**src/pic_pkg.sv**
```systemverilog
package pic_pkg;

  localparam int MAX_SOURCES = 32;
  localparam int SRC_W       = 5;
  localparam int DATA_W      = 16;
  localparam int REG_W       = 32;
  localparam int LEVEL_W     = 13;
  localparam int PRIO_W      = 5;
  localparam int FIQ_BIT     = 8;
  localparam int TREE_NODES  = 2 * MAX_SOURCES - 1;

  localparam logic [1:0] KIND_READ  = 2'd0;
  localparam logic [1:0] KIND_WRITE = 2'd1;
  localparam logic [1:0] KIND_LEVEL = 2'd2;

  localparam logic [7:0] OFF_PEND_LO = 8'h00;
  localparam logic [7:0] OFF_PEND_HI = 8'h02;
  localparam logic [7:0] OFF_MASK_LO = 8'h04;
  localparam logic [7:0] OFF_MASK_HI = 8'h06;
  localparam logic [7:0] OFF_IRQ_NUM = 8'h80;
  localparam logic [7:0] OFF_FIQ_NUM = 8'h82;
  localparam logic [7:0] OFF_ACK     = 8'h84;
  localparam logic [7:0] LEVEL_BASE  = 8'h20;
  localparam logic [7:0] LEVEL_END   = 8'h60;

  typedef struct packed {
    logic [1:0]        kind;
    logic [7:0]        offset;
    logic [DATA_W-1:0] write_data;
    logic [SRC_W-1:0]  source;
    logic              level;
  } in_t;

  typedef struct packed {
    logic [DATA_W-1:0] read_data;
    logic              irq_out;
    logic              fiq_out;
    logic [SRC_W-1:0]  vector;
  } out_t;

  typedef struct packed {
    logic             none;
    logic [PRIO_W-1:0] prio;
    logic             fiq;
    logic [SRC_W-1:0] idx;
  } node_t;

  typedef struct packed {
    logic             found;
    logic             fiq;
    logic [SRC_W-1:0] idx;
  } arb_result_t;

endpackage

```
**src/priority_interrupt_controller_unit.sv**
```systemverilog
// Priority interrupt controller for up to NUM_SOURCES level-sensitive sources.
// Each input word is a 16-bit bus read, a bus write or a source level change,
// and each one produces exactly one result word carrying the read data, the
// IRQ and FIQ lines and the winning source number after that word. A word is
// registered on entry, its state update and the 32-way priority compare tree
// run while it sits in the input register, and the result lands in an output
// register, so the block takes one word per cycle while out_ready is high,
// and a result is valid once its word has passed the input register and then
// the output register. The compare tree between the two registers sets the
// clock period. The output register holds a result while out_ready is low,
// and one further word can still be taken into the input register.
module priority_interrupt_controller_unit
  import pic_pkg::*;
#(
  parameter int NUM_SOURCES = MAX_SOURCES
) (
  input  logic clk,
  input  logic rst_n,
  input  logic in_valid,
  output logic in_ready,
  input  in_t  in_data,
  output logic out_valid,
  input  logic out_ready,
  output out_t out_data
);

  in_t  in_r;
  logic in_valid_r;
  out_t out_r;
  logic out_valid_r;
  out_t result;
  logic advance;

  assign advance  = in_valid_r && (!out_valid_r || out_ready);
  assign in_ready = !in_valid_r || advance;

  pic_core #(
    .NUM_SOURCES(NUM_SOURCES)
  ) u_core (
    .clk   (clk),
    .rst_n (rst_n),
    .fire  (advance),
    .item  (in_r),
    .result(result)
  );

  always_ff @(posedge clk) begin
    if (!rst_n) begin
      in_valid_r  <= 1'b0;
      out_valid_r <= 1'b0;
    end else begin
      if (in_ready) begin
        in_valid_r <= in_valid;
      end
      if (advance) begin
        out_valid_r <= 1'b1;
      end else if (out_ready) begin
        out_valid_r <= 1'b0;
      end
    end
  end

  always_ff @(posedge clk) begin
    if (in_valid && in_ready) begin
      in_r <= in_data;
    end
    if (advance) begin
      out_r <= result;
    end
  end

  assign out_valid = out_valid_r;
  assign out_data  = out_r;

  a_accept_loads: assert property (@(posedge clk) disable iff (!rst_n)
    (in_valid && in_ready) |=> in_valid_r)
    else $error("Accepted word was not captured.");

  a_advance_fills: assert property (@(posedge clk) disable iff (!rst_n)
    advance |=> out_valid_r)
    else $error("Processed word produced no result.");

  a_out_holds: assert property (@(posedge clk) disable iff (!rst_n)
    (out_valid_r && !out_ready) |=> (out_valid_r && $stable(out_r)))
    else $error("Result word changed while it waited.");

endmodule

```
**src/pic_arbiter.sv**
```systemverilog
module pic_arbiter
  import pic_pkg::*;
#(
  parameter int NUM_SOURCES = MAX_SOURCES
) (
  input  logic [REG_W-1:0]   active,
  input  logic [LEVEL_W-1:0] level_words [NUM_SOURCES],
  output arb_result_t        result
);

  node_t leaves [MAX_SOURCES];
  node_t nodes  [TREE_NODES];

  for (genvar k = 0; k < MAX_SOURCES; k++) begin : g_leaf
    if (k < NUM_SOURCES) begin : g_used
      assign leaves[k] = '{none: !active[k],
                           prio: level_words[k][PRIO_W-1:0],
                           fiq:  level_words[k][FIQ_BIT],
                           idx:  SRC_W'(k)};
    end else begin : g_unused
      assign leaves[k] = '{none: 1'b1, prio: '0, fiq: 1'b0, idx: '0};
    end
  end

  // Heap-ordered tree: left children cover lower source numbers, so a tie
  // keeps the left one.
  always_comb begin
    for (int k = 0; k < MAX_SOURCES; k++) begin
      nodes[MAX_SOURCES - 1 + k] = leaves[k];
    end
    for (int i = MAX_SOURCES - 2; i >= 0; i--) begin
      if (!nodes[2*i+1].none &&
          (nodes[2*i+2].none || nodes[2*i+1].prio <= nodes[2*i+2].prio)) begin
        nodes[i] = nodes[2*i+1];
      end else begin
        nodes[i] = nodes[2*i+2];
      end
    end
  end

  assign result.found = !nodes[0].none;
  assign result.fiq   = nodes[0].fiq;
  assign result.idx   = nodes[0].idx;

endmodule

```
**src/pic_core.sv**
```systemverilog
module pic_core
  import pic_pkg::*;
#(
  parameter int NUM_SOURCES = MAX_SOURCES
) (
  input  logic clk,
  input  logic rst_n,
  input  logic fire,
  input  in_t  item,
  output out_t result
);

  localparam int IDX_W = (NUM_SOURCES > 1) ? $clog2(NUM_SOURCES) : 1;

  logic [REG_W-1:0]   pending_r, pending_nxt;
  logic [REG_W-1:0]   mask_r, mask_nxt;
  logic [LEVEL_W-1:0] level_r [NUM_SOURCES];
  logic [SRC_W-1:0]   winner_r, winner_nxt;
  logic               irq_r, irq_nxt;
  logic               fiq_r, fiq_nxt;

  logic [7:0]         lw_off;
  logic [SRC_W-1:0]   lw_idx;
  logic               lw_hit;
  logic               lw_we;
  logic               rearb;
  logic               src_ok;
  logic [DATA_W-1:0]  rd_data;
  arb_result_t        arb;

  assign lw_off = item.offset - LEVEL_BASE;
  assign lw_idx = lw_off[SRC_W:1];
  assign lw_hit = (item.offset >= LEVEL_BASE) && (item.offset < LEVEL_END) &&
                  ({1'b0, lw_idx} < (SRC_W+1)'(NUM_SOURCES));
  assign src_ok = {1'b0, item.source} < (SRC_W+1)'(NUM_SOURCES);
  assign lw_we  = (item.kind == KIND_WRITE) && lw_hit;

  always_comb begin
    pending_nxt = pending_r;
    mask_nxt    = mask_r;
    rearb       = 1'b0;
    unique case (item.kind)
      KIND_WRITE: begin
        unique case (item.offset)
          OFF_MASK_LO: begin
            mask_nxt = {mask_r[REG_W-1:DATA_W], item.write_data};
            rearb    = 1'b1;
          end
          OFF_MASK_HI: begin
            mask_nxt = {item.write_data, mask_r[DATA_W-1:0]};
            rearb    = 1'b1;
          end
          OFF_ACK: begin
            pending_nxt[winner_r] = 1'b0;
            rearb                 = 1'b1;
          end
          default: ;
        endcase
      end
      KIND_LEVEL: begin
        if (src_ok) begin
          pending_nxt[item.source] = item.level;
        end
        rearb = 1'b1;
      end
      default: ;
    endcase
  end

  pic_arbiter #(
    .NUM_SOURCES(NUM_SOURCES)
  ) u_arbiter (
    .active     (pending_nxt & ~mask_nxt),
    .level_words(level_r),
    .result     (arb)
  );

  always_comb begin
    winner_nxt = winner_r;
    irq_nxt    = irq_r;
    fiq_nxt    = fiq_r;
    if (rearb) begin
      winner_nxt = arb.found ? arb.idx : '0;
      irq_nxt    = arb.found && !arb.fiq;
      fiq_nxt    = arb.found && arb.fiq;
    end
  end

  always_comb begin
    rd_data = '0;
    if (item.kind == KIND_READ) begin
      unique case (item.offset)
        OFF_PEND_LO: rd_data = pending_r[DATA_W-1:0];
        OFF_PEND_HI: rd_data = pending_r[REG_W-1:DATA_W];
        OFF_MASK_LO: rd_data = mask_r[DATA_W-1:0];
        OFF_MASK_HI: rd_data = mask_r[REG_W-1:DATA_W];
        OFF_IRQ_NUM: rd_data = DATA_W'(winner_r);
        OFF_FIQ_NUM: rd_data = DATA_W'(winner_r);
        default: begin
          if (lw_hit) begin
            rd_data = DATA_W'(level_r[lw_idx[IDX_W-1:0]]);
          end
        end
      endcase
    end
  end

  assign result.read_data = rd_data;
  assign result.irq_out   = irq_nxt;
  assign result.fiq_out   = fiq_nxt;
  assign result.vector    = winner_nxt;

  always_ff @(posedge clk) begin
    if (!rst_n) begin
      pending_r <= '0;
      mask_r    <= '1;
      winner_r  <= '0;
      irq_r     <= 1'b0;
      fiq_r     <= 1'b0;
      for (int k = 0; k < NUM_SOURCES; k++) begin
        level_r[k] <= '0;
      end
    end else if (fire) begin
      pending_r <= pending_nxt;
      mask_r    <= mask_nxt;
      winner_r  <= winner_nxt;
      irq_r     <= irq_nxt;
      fiq_r     <= fiq_nxt;
      for (int k = 0; k < NUM_SOURCES; k++) begin
        if (lw_we && (lw_idx == SRC_W'(k))) begin
          level_r[k] <= item.write_data[LEVEL_W-1:0];
        end
      end
    end
  end

  a_lines_exclusive: assert property (@(posedge clk) disable iff (!rst_n)
    !(irq_r && fiq_r))
    else $error("IRQ and FIQ are both asserted.");

  a_vector_needs_line: assert property (@(posedge clk) disable iff (!rst_n)
    (winner_r != '0) |-> (irq_r || fiq_r))
    else $error("Nonzero vector without an active interrupt line.");

  a_ack_clears: assert property (@(posedge clk) disable iff (!rst_n)
    (fire && item.kind == KIND_WRITE && item.offset == OFF_ACK)
      |=> !pending_r[$past(winner_r)])
    else $error("Acknowledge left the pending bit of the vector set.");

  a_mask_write: assert property (@(posedge clk) disable iff (!rst_n)
    (fire && item.kind == KIND_WRITE && item.offset == OFF_MASK_LO)
      |=> (mask_r[DATA_W-1:0] == $past(item.write_data)))
    else $error("Low mask half does not hold the written word.");

endmodule
```
**config.mk**
```make
export PLATFORM = sky130hd
export DESIGN_NAME = priority_interrupt_controller_unit
export DESIGN_NICKNAME = d
export VERILOG_FILES = /design/src/pic_pkg.sv /design/src/priority_interrupt_controller_unit.sv /design/src/pic_arbiter.sv /design/src/pic_core.sv
export SDC_FILE = /design/constraint.sdc
export NUM_CORES = 2
export LEC_CHECK = 0
export ABC_AREA = 1
export BUFFER_PORTS_ARGS = -buffer_cell sky130_fd_sc_hd__buf_2
export CAP_MARGIN = 10
export CORE_MARGIN = 2
export CORE_UTILIZATION = 30
export DETAILED_ROUTE_END_ITERATION = 10
export PLACE_DENSITY = 0.49
export RECOVER_POWER = 100
export SETUP_SLACK_MARGIN = 0.4
export SLEW_MARGIN = 20
export SYNTH_ARGS = -nofsm -noshare
export SYNTH_HDL_FRONTEND = slang
export SYNTH_HIERARCHICAL = 1
export SYNTH_SLANG_ARGS = --single-unit
```
**constraint.sdc**
```tcl
create_clock -name clk -period 7 [get_ports clk]
set_clock_uncertainty 0.2 [all_clocks]
set_input_delay 0.35 -clock clk [delete_from_list [all_inputs] [get_ports clk]]
set_output_delay 0.35 -clock clk [all_outputs]
set_load 0.05 [all_outputs]
```
==> summary.md <==
| Metric | Value |
|---|---|
| Final period util | `108%` |
| CP max stage delay | `0.44 ns` |
| Slew margin rel. | `-17.6%` |
| Die W | `approximately 330 um` |
| Reg2Reg Depth | `59` |
| Vias per cell | `5.04` |
| DRT iter0 DRCs | `between 2k and 3k` |
| Total power density per cell area | `about 180 nW/um^2` |
| Final Max Slew Viols | `33` |
| FP Rows | `120` |
| Worst R2R Start | `in_r[23]$_DFFE_PP_` |
| Failing checks | `capacitance limit, slew limit, setup timing` |
| CTS tree | `yes` |
| Reg2reg end | `u_core/winner_r[0]$_SDFFE_PN0P_` |
| Status | `complete, but fails checks` |
| Via count | `roughly 35k` |
| Crit Path Category | `flip-flop to flip-flop` |
| Max_cap viols | `1` |
| Crit path from | `in_r[23]$_DFFE_PP_` |
| Top cell by count, worst path | `nand2_2` |
| CTS Buffer Depth | `3` |
| Nets | `approximately 5.7k` |
| Port Buffers | `60` |
| Post-route setup slack | `-0.526 ns` |
| Synth-to-Final Area Change | `36.9%` |
| Final core occ | `between 40% and 50%` |
| Post-route ant nets | `0` |
| Setup Viol. Count Final | `14` |
| Clk Tree Root Cell | `clkbuf_16` |
| Grt ovf | `0` |
| First-pass GRT wire length | `202000 um` |
| Share of layout cells above drive strength 1 | `27.4%` |
| Total clock sinks | `544` |
| Post-synth net total | `approximately 5k` |
| Synth Register Bits | `~540` |
| Number of global-route vias before repair | `roughly 33k` |
| Most common cell after layout, fill and taps aside | `nand2_1` |
| TritonCTS buffer count | `66` |
| Worst IR Drop VDD | `~0.00019 V` |
| CP max FO | `7` |
| Core region area | `roughly 110000 sq um` |
| Register area share after synthesis | `35.5%` |
| Reg2reg setup slack | `-0.53 ns` |
| Total track usage | `between 20% and 30%` |
| Worst min path class | `input port to flip-flop` |
| Total Power | `roughly 8 mW` |
| Cell area after synthesis | `around 32000 sq um` |
| RePlAce Congestion | `between 0.9 and 1` |
| Die Y | `332 um` |
| Leakage power | `between 15 and 20 nW` |
| # diodes | `0` |
| Wirelength per Cell | `about 20 um` |
| Main flop type after synthesis | `dfxtp_1` |
| Worst-skew pair later-pin latency | `between 0.6 and 0.7 ns` |
| Initial antenna violation count | `0` |
| Die area | `110000 sq um` |
| Starting density of the core | `30.2%` |
| CP max-delay cell | `edfxtp_1` |
| Instance count of the mapped netlist | `a little under 5k` |
| Top Ports | `61` |
| Residual DRC count | `0` |
| RSZ-0062 raised after global routing | `yes` |
| YS warnings | `6` |
| DRT Pass-1 Iters | `5` |
| Clk slew on worst S/H paths | `approximately 0.060 ns` |
| Ys async rst share | `0%` |
| Post-synth EDFFs | `between 50 and 60` |
| Number of H-tree levels | `3` |
| Buf/Inv on CP | `13` |
| Hold Path End | `u_core/level_r[143]$_SDFFE_PN0P_` |
| Final WL | `135000 um` |
| Netlist cell types | `47` |
| Avg Inst Size Synth | `between 6 and 7 sq um` |
| Final hold violation count | `0` |
| Most frequent cells in the layout | `1369 x nand2_1, 694 x buf_4, 555 x a21oi_1` |
| CP delay by family, top | `simple AND/OR/NAND/NOR gates` |
| Worst EP arrival | `between 7 and 8 ns` |
| Worst hold path cell count | `3` |
| Final min period | `around 7.5 ns` |
| CP endpoint kind | `flip-flop` |
| DP Wirelength | `around 91000 um` |
| Critical path startpoint category | `flip-flop` |
| CP required | `~7.4 ns` |
| Top achievable clock speed | `133 MHz` |
| Worst Max-Slew Pin Slew | `around 1.8 ns` |
| Hold path start | `rst_n` |
| Largest net degree at the start of global routing | `198` |
Yosys cell counts, types with 6 or more instances:
cell         n  area, sq um
nand4_1     33          206
buf_6       12          135
nand2_2     65          407
o22ai_1     44          275
o21bai_1     6         45.0
edfxtp_1    55         1650
nor2_4      28          315
o211ai_1    29          218
nor2_1     175          657
nand3_2      6         60.1
inv_1      391         1470
inv_2       28          105
nand3_1    261         1310
nand2_1   1498         5620
buf_1       12         45.0
o21ai_1     73          365
nor3_1       9         45.0
dfxtp_1    489         9790
buf_4        9         67.6
clkbuf_1   187          702
a21oi_1    596         2980
and2_1      10         62.6
buf_2       63          315
o21ai_0    448         2240
o21ai_2     52          455
a21boi_1    10         75.1
nor2_2      29          181
ha_1       158         1980
worst reg2reg max path, delay by kind of cell (launching register included):
family	cells	cell delay [ns]
flops	1	0.44
simple gates	31	2.83
buf+inv	13	1.43
compound gates	11	1.64
fa+ha+maj	4	0.94
report_power, final:
part	internal (mW)	leakage, nW	switching [mW]
logic	0.435	14.1	0.762
registers	3.20	4.50	0.0312
clock network	2.16	1.12	1.47
total	5.79	19.7	2.26
per-layer routing:
layer | wire length, um | global-route usage, %
met1 | 60300 | 31.3
met2 | 62400 | 39.1
met3 | 8360 | 3.43
met4 | 4440 | 7.73
met5 | 0 | 0
cell families (layout without fill, tap and decap cells):
kind of cell | Yosys count | count (layout) | synth area share (%)
fa+ha+maj | 158 | 158 | 6.13
flops | 544 | 544 | 35.5
compound gates | 1283 | 1286 | 21.4
buf+inv | 711 | 1391 | 9.07
simple gates | 2125 | 2136 | 27.9
final cells by class:
type | instances | area (sq um)
Fill cell | 11100 | 62800
Multi-Input combinational cell | 3580 | 20300
Sequential cell | 544 | 11400
Timing Repair Buffer | 849 | 6730
Clock buffer | 89 | 1890
Tap cell | 1403 | 1760
Inverter | 424 | 1640
Clock inverter | 29 | 359
sequential cells by signal, indices dropped and copies added, names as in the netlist, 5 cells and up:
register and cells:
u_core/level_r 416, out_data 23, in_r 32, u_core/winner_r 5
u_core/mask_r 32, u_core/pending_r 32
worst max-delay path by stage:
stage	endpoint	slack [ns]	cells past startpoint
finish	u_core/winner_r[0]$_SDFFE_PN0P_	-0.53	59
global route	u_core/winner_r[0]$_SDFFE_PN0P_	-1.02	62
CTS	u_core/winner_r[0]$_SDFFE_PN0P_	-0.41	60
detailed placement	u_core/winner_r[0]$_SDFFE_PN0P_	-1.07	64
global placement	u_core/winner_r[0]$_SDFFE_PN0P_	-1.10	61
floorplan	out_data[6]$_DFFE_PP_	-0.05	61
timing repair:
item | CTS | global route
hold endpoints to repair | 34 | 0
pin swaps | 131 | 162
hold buffers | 35 | 0
gates cloned | 14 | 3
setup buffers | 73 | 67
resized for setup | 230 | 272
endpoints found under the setup margin | 14 | 14
stage by stage:
step,TNS (ns),setup slack (ns),instances,hold WS [ns],cell area (sq um)
finish,-6.67,-0.526,6918,0.0898,44100
global route,-13.15,-1.02,6918,0.101,44100
CTS,-4.76,-0.412,6848,0.0684,42300
detailed placement,-13.83,-1.07,6608,0.253,38000
global placement,-13.81,-1.10,6608,0.249,38000
floorplan,-0.0695,-0.0510,4821,0.241,32500
Note: power is estimated with default switching activity, not from simulation.
